$ cat src/hdl/vfv_pkg.sv
// ============================================================================
// vfv_pkg - voxel face visibility package
// Shared types and codes for the voxel face visibility unit.
// ============================================================================
package vfv_pkg;

  localparam int CoordW   = 4;
  localparam int SectW    = 12;
  localparam int PosW     = 16;
  localparam int MaskW    = 6;
  localparam int CfgAddrW = 4;
  localparam int CfgDataW = 32;

  typedef enum logic {
    ACT_WRITE = 1'b0,
    ACT_QUERY = 1'b1
  } vfv_action_e;

  typedef enum logic [1:0] {
    REG_SECTION_X = 2'd0,
    REG_SECTION_Y = 2'd1,
    REG_SECTION_Z = 2'd2
  } vfv_reg_e;

  // neighbour flags: bit0 +x, bit1 -x, bit2 +y, bit3 -y, bit4 +z, bit5 -z
  typedef struct packed {
    logic [CoordW-1:0] x;
    logic [CoordW-1:0] y;
    logic [CoordW-1:0] z;
    logic              cell_in;
    logic [MaskW-1:0]  nb_in;
  } vfv_info_t;

endpackage

$ cat src/hdl/vfv_face.sv
// ============================================================================
// vfv_face - face mask and position stage
// Picks the column words, forms the visible-face mask and the global
// position, and holds the result word until the sink takes it.
// ============================================================================
module vfv_face
  import vfv_pkg::*;
#(
  parameter int WordW          = 16,
  parameter int SECTION_SIDE   = 16,
  parameter int SECTION_HEIGHT = 16
) (
  input  logic                        clk_i,
  input  logic                        rst_ni,
  input  logic                        in_valid_i,
  output logic                        in_ready_o,
  input  vfv_info_t                   info_i,
  input  logic [3:0][WordW-1:0]       rd_a_i,
  input  logic [3:0][WordW-1:0]       rd_b_i,
  input  logic [SectW-1:0]            section_x_i,
  input  logic [SectW-1:0]            section_y_i,
  input  logic [SectW-1:0]            section_z_i,
  output logic                        m_axis_tvalid_o,
  input  logic                        m_axis_tready_i,
  // face_mask[5:0], global_x[21:6], global_y[37:22], global_z[53:38], zero[55:54]
  output logic [55:0]                 m_axis_tdata_o
);

  function automatic logic bit_at(logic [WordW-1:0] w, logic [CoordW:0] i);
    logic [WordW-1:0] s;
    s = w >> i;
    return s[0];
  endfunction

  function automatic logic [PosW-1:0] gpos(logic [SectW-1:0] sect,
                                           logic [CoordW-1:0] c,
                                           logic [PosW-1:0] size);
    logic [PosW-1:0] prod;
    prod = {{(PosW-SectW){sect[SectW-1]}}, sect} * size;
    return prod + {{(PosW-CoordW){1'b0}}, c};
  endfunction

  localparam logic [PosW-1:0] SideW   = PosW'(SECTION_SIDE);
  localparam logic [PosW-1:0] HeightW = PosW'(SECTION_HEIGHT);

  logic             vld_q;
  logic [55:0]      data_q;
  logic [55:0]      data_d;
  logic             load;
  logic [1:0]       bc, bx, bz;
  logic [WordW-1:0] cw, xpw, xmw, zpw, zmw;
  logic [CoordW:0]  yi, yp, ym;
  logic             solid_c;
  logic [MaskW-1:0] mask;

  assign in_ready_o = !vld_q || m_axis_tready_i;
  assign load       = in_valid_i && in_ready_o;

  always_comb begin
    bc  = {info_i.x[0], info_i.z[0]};
    bx  = {~info_i.x[0], info_i.z[0]};
    bz  = {info_i.x[0], ~info_i.z[0]};
    cw  = rd_a_i[bc];
    xpw = rd_a_i[bx];
    xmw = rd_b_i[bx];
    zpw = rd_a_i[bz];
    zmw = rd_b_i[bz];
    yi  = {1'b0, info_i.y};
    yp  = yi + 5'd1;
    ym  = yi - 5'd1;
    solid_c = info_i.cell_in && bit_at(cw, yi);
    mask[0] = !(info_i.nb_in[0] && bit_at(xpw, yi));
    mask[1] = !(info_i.nb_in[1] && bit_at(xmw, yi));
    mask[2] = !(info_i.nb_in[2] && bit_at(cw, yp));
    mask[3] = !(info_i.nb_in[3] && bit_at(cw, ym));
    mask[4] = !(info_i.nb_in[4] && bit_at(zpw, yi));
    mask[5] = !(info_i.nb_in[5] && bit_at(zmw, yi));
    if (!solid_c) begin
      mask = '0;
    end
    data_d = {2'b00,
              gpos(section_z_i, info_i.z, SideW),
              gpos(section_y_i, info_i.y, HeightW),
              gpos(section_x_i, info_i.x, SideW),
              mask};
  end

  always_ff @(posedge clk_i or negedge rst_ni) begin
    if (!rst_ni) begin
      vld_q <= 1'b0;
    end else if (load) begin
      vld_q <= 1'b1;
    end else if (m_axis_tready_i) begin
      vld_q <= 1'b0;
    end
  end

  always_ff @(posedge clk_i) begin
    if (load) begin
      data_q <= data_d;
    end
  end

  assign m_axis_tvalid_o = vld_q;
  assign m_axis_tdata_o  = data_q;

endmodule

$ cat config.mk
export PLATFORM = sky130hd
export DESIGN_NAME = vfv_face
export DESIGN_NICKNAME = d
export VERILOG_FILES = /design/src/hdl/vfv_pkg.sv /design/src/hdl/vfv_face.sv
export SDC_FILE = /design/constraint.sdc
export NUM_CORES = 1
export LEC_CHECK = 0
export BUFFER_PORTS_ARGS = -buffer_cell sky130_fd_sc_hd__buf_2
export CAP_MARGIN = 15
export CORE_ASPECT_RATIO = 2
export CORE_MARGIN = 1.5
export CORE_UTILIZATION = 43
export DETAILED_ROUTE_END_ITERATION = 7
export HOLD_SLACK_MARGIN = 0.15
export PLACE_DENSITY_LB_ADDON = 0.3
export SLEW_MARGIN = 10
export SYNTH_ARGS = -nofsm -noshare
export SYNTH_HDL_FRONTEND = slang
export SYNTH_SLANG_ARGS = --single-unit
$ cat constraint.sdc
create_clock -name clk_i -period 2.35 [get_ports clk_i]
set_clock_uncertainty 0.2 [all_clocks]
set_input_delay 0.47 -clock clk_i [delete_from_list [all_inputs] [get_ports clk_i]]
set_output_delay 0.47 -clock clk_i [all_outputs]
set_load 0.02 [all_outputs]
== Word-level counts from Yosys, hierarchy flattened ==
Cells that the tools add are included.

* Word-level logic and storage cells: 49
* Output and inout bits: 58
* Bits in registers: 55

* Order comparisons: 3
* Reductions and logical operators: 17
* Bitwise operators: 2
* Shift-type cells: 7
* $add $sub $neg: 5
* Multiplexer cells: 12

{| class="wikitable"
|+ Operators by type and width
! cell !! count
|-
| $bmux W16 S2 || 5
|-
| $mux W16 || 5
|-
| $shr A16 B4 Y1 || 5
|-
| $add A16 B4 Y16 || 3
|-
| $shr A16 B5 Y1 || 2
|-
| $lt A2 B3 Y1 const B || 3
|-
| $logic_and A1 B1 Y1 || 8
|-
| $logic_not A1 Y1 || 7
|-
| $add A4 B1 Y5 const B || 1
|-
| $sub A4 B1 Y5 const B || 1
|-
| $mux W1 || 2
|-
| $not A1 Y1 || 2
|-
| $reduce_bool A2 Y1 || 1
|-
| $logic_or A1 B1 Y1 || 1
|}

== Depth between registers and ports, before layout ==
* Depth after elaboration: 6
* Depth in mapped cells: 11
* Mapped depth without buffers: 7

== Worst setup path after synthesis ==
No wires, ideal clock.

* Kind: input to register
* From: in info_i[12] in the netlist's numbering
* To: reg data_q[3], in the netlist m_axis_tdata_o[3], data pin
* Stages: 10
* Slack: -1289 ps
* Setup time: 131 ps
* Data required time: 2019 ps
* Data arrival time: 3308 ps
* Path buffers: 4
* Path through: clkbuf_1 > inv_2 > buf_2 > buf_1 > ha_1 > buf_1 > mux4_2 > or4b_2 > a21oi_1 > o31a_1

* Longest elaborated chain between the ends: 4
* Elaborated cells between the ends (all ways): 6
* Those cells by class: add/sub: 1; shift: 2; reduce/logical: 3

{| class="wikitable"
|+ Ends and longest elaborated chain
! element !! RTL line !! text
|-
| start, declared || vfv_face.sv:17 || <nowiki>input vfv_info_t info_i,</nowiki>
|-
| $sub A4 B1 Y5 || vfv_face.sv:70 || <nowiki>ym = yi - 5'd1;</nowiki>
|-
| $shr A16 B5 Y1 || vfv_face.sv:31 || <nowiki>s = w >> i;</nowiki>
|-
| $logic_and A1 B1 Y1 || vfv_face.sv:75 || <nowiki>mask[3] = !(info_i.nb_in[3] && bit_at(cw, ym));</nowiki>
|-
| $logic_not A1 Y1 || vfv_face.sv:75 ||
|-
| end signal, assigned || vfv_face.sv:100 || <nowiki>data_q <= data_d;</nowiki>
|-
| end, declared || vfv_face.sv:47 || <nowiki>logic [55:0] data_q;</nowiki>
|}

Parallel ways exist; a longest one is shown, timed or not.
A chain may end at the register's enable or synchronous reset.

== Worst setup path in the final report ==
* From: in info_i[13] in the netlist's numbering
* To: reg data_q[2], in the netlist m_axis_tdata_o[2], data pin

* Longest elaborated chain between the ends: 4
* Elaborated cells between the ends (all ways): 6
* Those cells by class: add/sub: 1; shift: 2; reduce/logical: 3

{| class="wikitable"
|+ Ends and longest elaborated chain
! element !! RTL line !! text
|-
| $add A4 B1 Y5 || vfv_face.sv:69 || <nowiki>yp = yi + 5'd1;</nowiki>
|-
| $shr A16 B5 Y1 || vfv_face.sv:31 ||
|-
| $logic_and A1 B1 Y1 || vfv_face.sv:74 || <nowiki>mask[2] = !(info_i.nb_in[2] && bit_at(cw, yp));</nowiki>
|-
| $logic_not A1 Y1 || vfv_face.sv:74 ||
|}

Parallel ways exist; a longest one is shown, timed or not.

==> impl_metrics.ini <==
[floorplan]
die_h_um = 154
die_area_um2 = 12200
start_util = 0.439
placeableCoreArea_um2 = 11200
core.rowCount = 55
ioPinCount = 245
die_x_um = 78.7

[pwr]
power_density_nw_per_um2 = 430
peakVddDrop_uv = 305
p_total_mw = 3.13
leakage_nw = 3.11

[worst_setup_path]
startpoint_type = input port
cpPeakStageDelay_ns = 0.54
arrival_ns = 2.30
path_buf_inv = 1
slowest_stage = mux4_2
cpMostUsedCell = mux4_2
path_class = in -> reg
path_delay_family = multiplexers
crit_path_end_kind = register
required_ns = 2.30
crit_chain = buf_4, mux4_2, mux2_4, mux4_2, a211o_1, a21boi_1
path_max_fanout = 4

[sta]
min_period_ns = 2.35
slew_viol_final = 0
fin_hold_ws_ns = 0.154
hold_viol = 0
setup_ws_ns = -0.000195
setup_viol = 1
fmax_ghz = 0.425
rsz0062_at_grt = true
finalCritPeriodShare = 1.00

[placed_design]
place_area_um2 = 6690
portBuffers = 242
hpwlAfterDp_um = 13400
gp_congestion = 0.931
pre_cts_slack_ns = -0.519

[drt]
drtIter0Drc = 278
totalWireLength_um = 16800
drt_pre_antenna_iters = 4
vias = 4629
drc = 0
postRouteAntennaNets = 0
wl_per_cell_um = 21.6
vias_per_cell = 5.96

[global_route]
grt_pass1_vias = 4744
overflow = 0
grt_pass1_wl_um = 24600
antenna_found_initial = 2
track_usage = 0.270
grt_max_degree = 55

[logic_synthesis]
async_flop_share = 0.0182
synth-adder-area-share = 0.00254
ys.flop_type = edfxtp_1
synth_mux_area_frac = 0.494
synth_compound_area_frac = 0.0624
yosysUniqueCellTypes = 50
yosysTopAreaCell = mux4_2
ys_ff_latch = 55
synth_xor_area_frac = 0.00178
ys_top_cells_by_area = mux4_2 41%, edfxtp_1 33%, mux2i_1 5.9%
synth_cells = 328
ys.warnings.count = 0
synth_top_family_by_area = multiplexers
synthSimpleGateAreaFrac = 0.0594
synth_edf_count = 54
synth_top_area_share = 0.407
netlist_area_um2 = 4930
synth-seq-area-share = 0.334
syn_avg_cell_area_um2 = 15.0

[clocking]
cts_buffers = 5
tritoncts = done
root_buffer = clkbuf_16
clkTransAtPathRegs_ns = 0.07
htree_levels = 2
clock_latency_ns = 0.29
cts_buffer_depth = 2
cts.sinks = 55

[cells_and_area]
final_area_um2 = 7290
syn_to_final_growth_pct = 47.9
drive_above_1_share = 0.679
fin_nets = 820

[status]
outcome = finished, violations left
violations = setup timing

[hold_path]
hold_class = in -> reg

[run]
cap_violations = 0
metrics by stage:
step | instances | utilization | setup TNS, ns
detailed placement | 740 | 0.596 | -2.98
finish | 777 | 0.650 | -0.000195
global route | 777 | 0.650 | -0.0265
floorplan | 329 | - | -1.44
global placement | 740 | 0.596 | -2.67
CTS | 772 | 0.641 | -0.0673
path summary, 6_finish.rpt:
path	start	end	slack, ns	cells past startpoint
max	info_i[13]	m_axis_tdata_o[2]$_SDFFCE_PN0P_	-0.0002	6
min	section_y_i[11]	m_axis_tdata_o[37]$_DFFE_PP_	0.15	1
max reg2reg	m_axis_tvalid_o$_DFFE_PN0P_	m_axis_tdata_o[0]$_SDFFCE_PN0P_	0.86	3
min reg2reg	m_axis_tvalid_o$_DFFE_PN0P_	m_axis_tvalid_o$_DFFE_PN0P_	0.35	2
max in group asynchronous	rst_ni	m_axis_tvalid_o$_DFFE_PN0P_	1.57	2
min in group asynchronous	rst_ni	m_axis_tvalid_o$_DFFE_PN0P_	0.29	2
kinds of logic (layout without fill, tap and decap cells):
kind of cell / count (synthesis) / count (layout)
DFF: 55 / 55
adders and majority gates: 1 / 1
other: 1 / 4
buffers and inverters: 41 / 345
and+or+nand+nor: 54 / 54
AOI/OAI and AO/OA: 45 / 45
muxes: 130 / 130
xor gates and xnor gates: 1 / 1
report_power, final:
| part | switching [mW] | internal (mW) | total [mW] |
|---|---|---|---|
| Sequential | 0.0137 | 1.15 | 1.16 |
| Clock | 0.358 | 0.407 | 0.765 |
| Combinational | 0.549 | 0.661 | 1.21 |
registers in the layout, summed over array words and instances, names as in the netlist:
signal / flops
m_axis_tvalid_o: 1
m_axis_tdata_o: 54
routing by layer:
metal	vias up	part of all wire	GRT usage
met1	2279	0.33	0.278
li1	2042	-	-
met2	260	0.56	0.516
met3	48	0.056	0.0224
met4	0	0.052	0.153
met5	-	0	0
placed cells by master (no fill, tap or decap), types with 9 or more instances in the layout:
cell type and count:
buf_2 238, mux4_2 89, buf_4 59, edfxtp_1 54, mux2i_1 27, dlygate4sd3_1 23, nor2_1 10, nand2_1 9
cell usage after synthesis (3+ instances only):
master and instances:
mux4_2 89, o22ai_1 3, a31oi_1 5, mux2_2 11
nor2_1 10, clkbuf_1 13, edfxtp_1 54, buf_2 8
buf_4 11, o21ai_0 9, nand2_1 10, nand2b_1 4
a21oi_1 8, buf_1 4, and3_1 4, o221ai_1 3
nor2b_1 4, nand4_1 3, nand3_1 7, mux2i_1 29
final cells by class:
class	count	area (um^2)
diodes	2	5.00
clock buffers	5	125
clock inverters	3	28.8
fillers	846	3930
inverters	3	18.8
multi-input cells	233	3140
flip-flops and latches	55	1650
well taps	142	178
repair buffers	334	2140
repair_timing:
item,4_1_cts,5_1_grt
endpoints found under the hold margin,21,2
setup buffers,1,0
endpoints found under the setup margin,6,6
resized for setup,21,10
hold buffers,21,2
pin swaps,7,6
gates cloned,2,1
Power figures use the tool's default switching activity.
