$ cat config.mk
export PLATFORM = sky130hd
export DESIGN_NAME = vfv_bank
export DESIGN_NICKNAME = d
export VERILOG_FILES = /design/src/hdl/vfv_pkg.sv /design/src/hdl/vfv_bank.sv
export SDC_FILE = /design/constraint.sdc
export NUM_CORES = 1
export LEC_CHECK = 0
export BUFFER_PORTS_ARGS = -buffer_cell sky130_fd_sc_hd__buf_2
export CAP_MARGIN = 30
export CELL_PAD_IN_SITES_DETAIL_PLACEMENT = 1
export CELL_PAD_IN_SITES_GLOBAL_PLACEMENT = 1
export CORE_AREA = 2 2 229 231
export DETAILED_ROUTE_END_ITERATION = 10
export DIE_AREA = 0 0 231 233
export PLACE_DENSITY = 0.9
export SYNTH_ARGS = -nofsm -noshare
export SYNTH_HDL_FRONTEND = slang
export SYNTH_SLANG_ARGS = --single-unit
$ cat constraint.sdc
create_clock -name clk_i -period 5.2 [get_ports clk_i]
set_clock_uncertainty 0.15 [all_clocks]
set_input_delay 1.56 -clock clk_i [delete_from_list [all_inputs] [get_ports clk_i]]
set_output_delay 1.56 -clock clk_i [all_outputs]
set_load 0.005 [all_outputs]
$ cat src/hdl/vfv_pkg.sv
// ============================================================================
// vfv_pkg - voxel face visibility package
// Shared types and codes for the voxel face visibility unit.
// ============================================================================
package vfv_pkg;

  localparam int CoordW   = 4;
  localparam int SectW    = 12;
  localparam int PosW     = 16;
  localparam int MaskW    = 6;
  localparam int CfgAddrW = 4;
  localparam int CfgDataW = 32;

  typedef enum logic {
    ACT_WRITE = 1'b0,
    ACT_QUERY = 1'b1
  } vfv_action_e;

  typedef enum logic [1:0] {
    REG_SECTION_X = 2'd0,
    REG_SECTION_Y = 2'd1,
    REG_SECTION_Z = 2'd2
  } vfv_reg_e;

  // neighbour flags: bit0 +x, bit1 -x, bit2 +y, bit3 -y, bit4 +z, bit5 -z
  typedef struct packed {
    logic [CoordW-1:0] x;
    logic [CoordW-1:0] y;
    logic [CoordW-1:0] z;
    logic              cell_in;
    logic [MaskW-1:0]  nb_in;
  } vfv_info_t;

endpackage

$ cat src/hdl/vfv_bank.sv
// ============================================================================
// vfv_bank - occupancy column bank
// One bank of column words, single-bit write port, two registered read ports.
// ============================================================================
module vfv_bank
  import vfv_pkg::*;
#(
  parameter int Depth = 32,
  parameter int WordW = 16
) (
  input  logic                             clk_i,
  input  logic                             we_i,
  input  logic [(Depth>1 ? $clog2(Depth) : 1)-1:0] waddr_i,
  input  logic [(WordW>1 ? $clog2(WordW) : 1)-1:0] wbit_i,
  input  logic                             wdata_i,
  input  logic                             re_i,
  input  logic [(Depth>1 ? $clog2(Depth) : 1)-1:0] raddr_a_i,
  input  logic [(Depth>1 ? $clog2(Depth) : 1)-1:0] raddr_b_i,
  output logic [WordW-1:0]                 rdata_a_o,
  output logic [WordW-1:0]                 rdata_b_o
);

  logic [WordW-1:0] mem [Depth];

  always_ff @(posedge clk_i) begin
    if (we_i) begin
      mem[waddr_i][wbit_i] <= wdata_i;
    end
    if (re_i) begin
      rdata_a_o <= mem[raddr_a_i];
      rdata_b_o <= mem[raddr_b_i];
    end
  end

endmodule

# Word level (Yosys, flattened, before mapping)
# Memories as Yosys holds them, arrays and structs flattened. A register that Yosys moved wholly into a read port is not among the register bits.
# Cells that the tools add are included.
[word_totals]
word_cells = 8
input_bits = 23
ff_bits = 0
mem_bits_rw = 512
memories = 1
output_inout_bits = 32
[mem_list]
columns = ["name", "depth", "width", "read_ports", "rd_clocked_by_memory_dff", "wr", "line", "text"]
rows = [
  ["mem", 32, 16, 2, 2, 1, "vfv_bank.sv:23", "logic [WordW-1:0] mem [Depth];"],
]
[op_classes]
reduce_logical = 1
n_lt_le_gt_ge = 2
n_mux = 4
[ops]
columns = ["cell", "n"]
rows = [
  ["2-to-1 mux 16 bit", 1],
  ["less-than comparator 4 x 5 -> 1 bit (second input constant)", 1],
  ["demux 1 bit (select 4 bit)", 1],
  [">= comparator 4 x 1 -> 1 bit (second input constant)", 1],
  ["2-to-1 mux 1 bit", 2],
  ["logical AND 1 bit", 1],
]

# Longest topological paths before layout
# Gate-level depths: netlist of the first run.
[depth]
ltp_word = 5
depth_mapped = 8

# Least setup slack after synthesis of the first run
# Ideal clock, no wire load.
[synth_path]
path_type = "input to register"
startpoint = "input port raddr_a_i[1] in the netlist's numbering"
endpoint = "register rdata_a_o[1] (read register of mem), data pin"
required_ps = 4787
path_buffers = 4
setup_slack_ps = 2230
cell_stages = 8
arrival_ps = 2556
cell_sequence = "buf_4 -> buf_8 -> buf_8 -> buf_6 -> mux2i_1 -> nand2_1 -> a31oi_1 -> nand3_1"
[synth_rtl]
columns = ["element", "line", "text"]
rows = [
  ["from (decl)", "vfv_bank.sv:17", "input logic [(Depth>1 ? $clog2(Depth) : 1)-1:0] raddr_a_i,"],
  ["to (decl)", "vfv_bank.sv:19", "output logic [WordW-1:0] rdata_a_o,"],
]

# Worst setup path after layout of the first run
[layout_path]
startpoint = "input port waddr_i[0] in the netlist's numbering"
endpoint = "memory mem[21][11] (enable)"
[layout_rtl]
columns = ["element", "line", "text"]
rows = [
  ["from (decl)", "vfv_bank.sv:13", "input logic [(Depth>1 ? $clog2(Depth) : 1)-1:0] waddr_i,"],
  ["to (decl)", "vfv_bank.sv:23", ""],
]
# Straight into the memory's write port.

==> run_results.csv, run 1 <==
group,metric,value,unit
drt,detail_route.wirelength,100000,um
power_and_ir_drop,pwr-share-comb,0.090,
worst_setup_path,worst_ep_required_time,5.31,ns
final_layout,design.final.nets,2335,
final_layout,mostFrequentLayoutCells,"544 x sky130_fd_sc_hd__edfxtp_1, 518 x sky130_fd_sc_hd__nor2_1, 512 x sky130_fd_sc_hd__mux2i_1",
drt,detail_route.first_pass.iterations,8,
placed_design,pre_cts_slack,1.22,ns
cts,htreeDepth,2,
synthesis,postSynth.asyncResetShare,0,
sta,setup_repair_after_global_routing_missed_its_margin,"no",
power_and_ir_drop,power_report.internal_total,0.00720,W
placed_design,place_inst,2935,
die,initial_utilization,0.545,
sta,sum_neg_setup_slack,0,ns
cts,clkLatencyLatePin,0.64,ns
placed_design,portBuffers,54,
final_layout,post_route_cells_drive_above_1_share,0.0926,
die,floorplan.die.height,233,um
outcome,status,"completed",
synthesis,sequential_area_share_after_synthesis,0.586,
power_and_ir_drop,lkg_pwr,10.8,nW
cts,tritoncts.num_buffers,55,
cts,tritoncts_clock_tree,"done",
global_routing,first_global_vias,22700,
flow_run,max_cap_viol_count,0,
global_routing,wire_length_of_the_first_global_routing_pass,146000,um
cts,cts_root_buf,"sky130_fd_sc_hd__clkbuf_16",
final_layout,post_layout_nonfiller_instances,3037,
synthesis,postSynthCellCount,2329,
sta,timing_max_transition_violations_final,0,
synthesis,synth.largest_area_cell,"sky130_fd_sc_hd__edfxtp_1",
synthesis,post_synth_num_cell_types,26,
synthesis,syn-cell-area,27900,um2
synthesis,synth_largest_type_area_fraction,0.586,
worst_setup_path,worstPathMaxFanout,10,
drt,via_count,21400,
power_and_ir_drop,net-switching-power,0.00234,W
die,floorplan.io_pins,55,
synthesis,synth.ff_latch_count,544,
global_routing,grt_antenna_before_repair,3,
global_routing,grt_use_total,0.371,
die,total_die_area,53800,um2
synthesis,yosys-top-cells-area,"sky130_fd_sc_hd__edfxtp_1 59%, sky130_fd_sc_hd__mux2i_1 18%, sky130_fd_sc_hd__nor2_1 7.0%",
worst_hold_path,hold_class,"flop to flop",
sta,hold_slack,0.606,ns
sta,hold_violations,0,
drt,drt_first_iter_violations,3047,
worst_setup_path,crit_type,"input pin to flop",
sta,post-route-min-period,3.53,ns
drt,drt_drc_violations_left,0,
worst_setup_path,critical_path.startpoint_type,"input pin",
drt,wl_per_cell,33.0,um
synthesis,postSynth.topFlopCell,"sky130_fd_sc_hd__edfxtp_1",
synthesis,yosysWarnings,0,
worst_setup_path,worst_setup_path_end_kind,"flop",
cts,post_cts_hold_fix_bufs,0,
die,placementRows,83,
sta,setup_ws,1.67,ns
synthesis,edff_count_synth,544,
cts,cts.reportedPaths.clkPinSlew,0.06,ns
cts,ctsResizeCount,0,
sta,max_clock_freq,283,MHz
sta,slew-limit-headroom,0.187,
global_routing,grt_overflow,0,
final_layout,post-route-util,0.598,
synthesis,syn_nets,2352,
power_and_ir_drop,power.density_cell_area,312,nW/um2
final_layout,syn2layout_area_growth,9.74,%
drt,route.detailed.vias_per_inst,7.05,
sta,least_margin_pin_slew,1.22,ns
power_and_ir_drop,power.share.switching,0.245,
sta,setup_violations,0,
placed_design,place.detailed.hpwl,60600,um
cts,postCtsSetupRepairBufs,0,
die,floorplan.core_area,51100,um2
cts,clkSinkCount,544,
final_layout,layout_commonest_cell,"sky130_fd_sc_hd__edfxtp_1",
drt,drtAntennaViolNets,0,
placed_design,globalplace.congestion,0.894,
global_routing,grt_max_degree,190,
power_and_ir_drop,clockPowerShare,0.398,
power_and_ir_drop,ir_drop,0.244,mV
die,dieWidth,231,um
synthesis,synth_area_per_cell,12.0,um2
worst_setup_path,arrival_time_of_data_at_the_critical_path_endpoint,3.65,ns
sta,min_period_over_period,0.680,
cts,cts.path.max_buffers,3,
power_and_ir_drop,power_frac_seq,0.512,
## path summary, 6_finish.rpt
check	slack (ns)	to	cells past startpoint	startpoint
hold reg to reg	0.61	rdata_a_o[8]$_DFFE_PP_	4	mem[16][8]$_DFFE_PP_
hold / removal	0.61	rdata_a_o[8]$_DFFE_PP_	4	mem[16][8]$_DFFE_PP_
setup / recovery	1.67	mem[21][11]$_DFFE_PP_	5	waddr_i[0]
setup reg to reg	3.35	rdata_a_o[14]$_DFFE_PP_	5	mem[2][14]$_DFFE_PP_
## registers in the layout, summed over array words and instances, names as in the netlist
signal,cells
mem,512
rdata_a_o,16
rdata_b_o,16
## through the flow
stage	cell area (um2)	power, W
3_3_place_gp	28500	0.00575
5_1_grt	30600	0.00970
4_1_cts	30600	0.00950
6_report	30600	0.00954
3_5_place_dp	28900	0.00579
2_1_floorplan	27900	0.00545
## kinds of logic (layout without fill, tap and decap cells)
logic type             count (synthesis)  after routing  share of synthesized area
and+or+nand+nor                      789            789                      0.117
DFF                                  544            544                      0.586
muxes                                512            512                      0.184
AOI/OAI and AO/OA                    272            272                     0.0697
buffers and inverters                212            237                     0.0427
other                                  0              3                          0
## area by class of cell
cell class | instances | area (um2)
antenna | 3 | 7.51
clock buffer | 71 | 1460
clock inverter | 28 | 189
fill | 5088 | 20500
multi-input combinational | 1573 | 10400
sequential | 544 | 16300
tap | 680 | 851
timing repair buffer | 138 | 1350
## routing by layer
metal / wire (um) / GRT usage
met5: 37 / 0
met4: 8200 / 0.270
met3: 10600 / 0.0777
met2: 47200 / 0.607
met1: 34000 / 0.434
## synth_stat cells (5+ instances only)
cell / number
sky130_fd_sc_hd__edfxtp_1: 544
sky130_fd_sc_hd__nor2_1: 519
sky130_fd_sc_hd__mux2i_1: 512
sky130_fd_sc_hd__a22oi_1: 176
sky130_fd_sc_hd__nand3_1: 100
sky130_fd_sc_hd__nand2_1: 95
sky130_fd_sc_hd__clkbuf_1: 80
sky130_fd_sc_hd__a21oi_1: 48
sky130_fd_sc_hd__buf_2: 43
sky130_fd_sc_hd__buf_4: 42
sky130_fd_sc_hd__a22o_1: 32
sky130_fd_sc_hd__nand4_1: 32
sky130_fd_sc_hd__buf_1: 31
sky130_fd_sc_hd__nor3_1: 17
sky130_fd_sc_hd__a31oi_1: 16
sky130_fd_sc_hd__nor2b_1: 9
sky130_fd_sc_hd__buf_8: 7
sky130_fd_sc_hd__buf_6: 5
## critical path, cell delays in order
cell and delay (ns):
sky130_fd_sc_hd__buf_2 0.11, sky130_fd_sc_hd__nor2b_1 0.64, sky130_fd_sc_hd__nand2_1 0.60, sky130_fd_sc_hd__buf_8 0.33
sky130_fd_sc_hd__nor2_1 0.39
## power by group through the flow
stage	registers, W	clock network [W]	logic (W)
2_1_floorplan	0.00497	0	0.000488
3_3_place_gp	0.00498	0	0.000773
3_5_place_dp	0.00498	0	0.000817
4_1_cts	0.00488	0.00378	0.000830
5_1_grt	0.00488	0.00394	0.000880
6_report	0.00489	0.00380	0.000860
Note: power is estimated with default switching activity, not from simulation.
==> run 2, diff against run 1 <==
CORE_AREA = 2 2 235 237   (was 2 2 229 231)
DIE_AREA = 0 0 237 239   (was 0 0 231 233)
PLACE_DENSITY = 0.86   (was 0.9)
clock period = 3.35 ns   (was 5.2 ns; I/O delays follow)
==> run 2 against run 1 <==
Compared with the run above: global-route usage is 4.0 points lower; setup slack got worse by 0.81 ns; sequential share of layout area is 0.89 points lower; combinational power is 60% higher; critical path type is now flop to primary output; largest cell class unchanged.
==> run_results.csv, run 2 (same netlist as run 1, synthesis figures left out) <==
group,metric,value,unit
worst_hold_path,holdPathStages,4,
worst_hold_path,hold_class,"flop to flop",
sta,hold_violations,0,
worst_setup_path,crit_path_cell_trace,"buf_2",
worst_hold_path,worst_hold_startpoint,"mem[16][0]$_DFFE_PP_",
drt,route.detailed.vias_per_inst,6.66,
drt,drtAntennaViolNets,0,
cts,post_cts_hold_fix_bufs,0,
drt,detail_route.first_pass.iterations,5,
global_routing,first_global_vias,22300,
flow_run,max_cap_viol_count,0,
die,total_die_area,56600,um2
final_layout,register_with_the_highest_flop_count,"mem",
worst_setup_path,crit_type,"flop to primary output",
global_routing,grt_antenna_before_repair,2,
sta,hold_slack,0.597,ns
drt,wl_per_cell,30.3,um
worst_setup_path,worstPathMaxFanout,1,
cts,clkSinkCount,544,
placed_design,pre_cts_slack,0.243,ns
final_layout,design.final.nets,2386,
die,dieWidth,237,um
die,floorplan.die.height,239,um
global_routing,grt_use_total,0.331,
cts,htreeDepth,2,
placed_design,place.detailed.hpwl,59100,um
worst_setup_path,crit_buf_inv,1,
worst_setup_path,worstReg2RegStart,"mem[2][7]$_DFFE_PP_",
worst_setup_path,reg2reg_slack,1.55,ns
worst_setup_path,worst_ep_required_time,2.19,ns
final_layout,mostFrequentLayoutCells,"544 x sky130_fd_sc_hd__edfxtp_1, 518 x sky130_fd_sc_hd__nor2_1, 512 x sky130_fd_sc_hd__mux2i_1",
global_routing,wire_length_of_the_first_global_routing_pass,139000,um
final_layout,fillers,5440,
final_layout,largest_register_ffs,512,
cts,cts.path.max_buffers,3,
cts,tritoncts_clock_tree,"done",
worst_setup_path,critical_path.startpoint_type,"flop",
final_layout,syn2layout_area_growth,11.6,%
sta,max_clock_freq,401,MHz
worst_hold_path,worstHoldEndpoint,"rdata_a_o[0]$_DFFE_PP_",
worst_setup_path,depth_of_the_most_critical_reg_to_reg_path,5,
die,initial_utilization,0.513,
sta,slew-limit-headroom,0.409,
power_and_ir_drop,power.density_cell_area,489,nW/um2
sta,min_period_over_period,0.744,
final_layout,post_route_cells_drive_above_1_share,0.113,
final_layout,biggestRegsByFlops,"mem (512), rdata_a_o (16), rdata_b_o (16)",
cts,cts.reportedPaths.clkPinSlew,0.06,ns
cts,cts_root_buf,"sky130_fd_sc_hd__clkbuf_16",
sta,post-route-min-period,2.49,ns
sta,least_margin_pin_slew,0.885,ns
die,floorplan.io_pins,55,
placed_design,globalplace.congestion,0.887,
drt,drt_drc_violations_left,0,
sta,sum_neg_setup_slack,0,ns
worst_setup_path,critical-path-top-delay-family,"flip-flops",
global_routing,grt_max_degree,132,
final_layout,layout_commonest_cell,"sky130_fd_sc_hd__edfxtp_1",
outcome,status,"completed",
worst_setup_path,arrival_time_of_data_at_the_critical_path_endpoint,1.34,ns
power_and_ir_drop,ir_drop,0.387,mV
sta,timing_max_transition_violations_final,0,
worst_setup_path,critical-path-slowest-cell,"sky130_fd_sc_hd__edfxtp_1",
drt,via_count,20700,
cts,ctsResizeCount,0,
drt,detail_route.wirelength,94200,um
global_routing,grt_overflow,0,
placed_design,portBuffers,54,
worst_setup_path,critical-path-max-stage-delay,0.53,ns
die,floorplan.core_area,54300,um2
drt,drt_first_iter_violations,2422,
sta,setup_repair_after_global_routing_missed_its_margin,"no",
sta,setup_violations,0,
die,placementRows,86,
worst_setup_path,worst_setup_path_end_kind,"primary output",
cts,postCtsSetupRepairBufs,0,
cts,tritoncts.num_buffers,58,
sta,setup_ws,0.856,ns
power_and_ir_drop,lkg_pwr,11.0,nW
worst_setup_path,r2r-end,"rdata_a_o[7]$_DFFE_PP_",
cts,clkLatencyLatePin,0.65,ns
[run 2: cell types whose count changed in the layout (fill, tap and decap cells not counted), sizes merged]
| cell | change |
|---|---|
| buf | +48 |
| bufinv | +2 |
| clkbuf | -2 |
| clkinv | +2 |
| diode | -2 |
| clkinvlp | +1 |
| inv | +1 |
[run 2: stage by stage]
stage	instances	area [um2]	total power (W)	util
global route	3110	31100	0.0155	0.572
global placement	3007	29300	0.00900	0.539
floorplan	2329	27900	0.00846	-
detailed placement	3007	29300	0.00906	0.539
finish	3111	31100	0.0152	0.572
CTS	3110	31100	0.0152	0.572
[run 2: tightest hold or removal path: stages, from the launching register on]
cell and delay (ns):
sky130_fd_sc_hd__edfxtp_1 0.34, sky130_fd_sc_hd__mux2i_1 0.10, sky130_fd_sc_hd__nand2_1 0.09, sky130_fd_sc_hd__a31oi_1 0.07
sky130_fd_sc_hd__nand3_1 0.07
[run 2: worst max path at each step]
stage                     depth (start not counted)  slack [ns]                    from                       to
final                                             1        0.86  rdata_a_o[4]$_DFFE_PP_             rdata_a_o[4]
after global routing                              8        0.82            raddr_a_i[1]   rdata_a_o[4]$_DFFE_PP_
after CTS                                         1        0.85  rdata_a_o[4]$_DFFE_PP_             rdata_a_o[4]
after detailed placement                          6        0.24            raddr_a_i[2]  rdata_a_o[12]$_DFFE_PP_
after global placement                            8        0.33            raddr_a_i[1]  rdata_a_o[12]$_DFFE_PP_
after floorplan                                   8        0.94            raddr_a_i[1]   rdata_a_o[1]$_DFFE_PP_
[run 2: cell type report]
class / instances / area, um2 / share of cell area
antenna: 1 / 2.50 / 0.0000805
tap: 704 / 881 / 0.0283
clock buffer: 69 / 1510 / 0.0487
timing repair buffer: 186 / 1700 / 0.0548
multi-input combinational: 1573 / 10400 / 0.334
sequential: 544 / 16300 / 0.526
clock inverter: 34 / 272 / 0.00873
[run 2: report_power, final]
group | total, W | switching, W | internal [W]
Sequential | 0.00758 | 0.0000349 | 0.00755
Clock | 0.00625 | 0.00274 | 0.00350
Combinational | 0.00138 | 0.000907 | 0.000471
[run 2: per-layer routing]
metal,global-route usage,vias to the layer above,routed length (um)
met4,0.214,0,6190
met5,0,-,0
met1,0.390,10500,34700
li1,-,8687,-
met2,0.565,1138,46300
met3,0.0518,349,7060
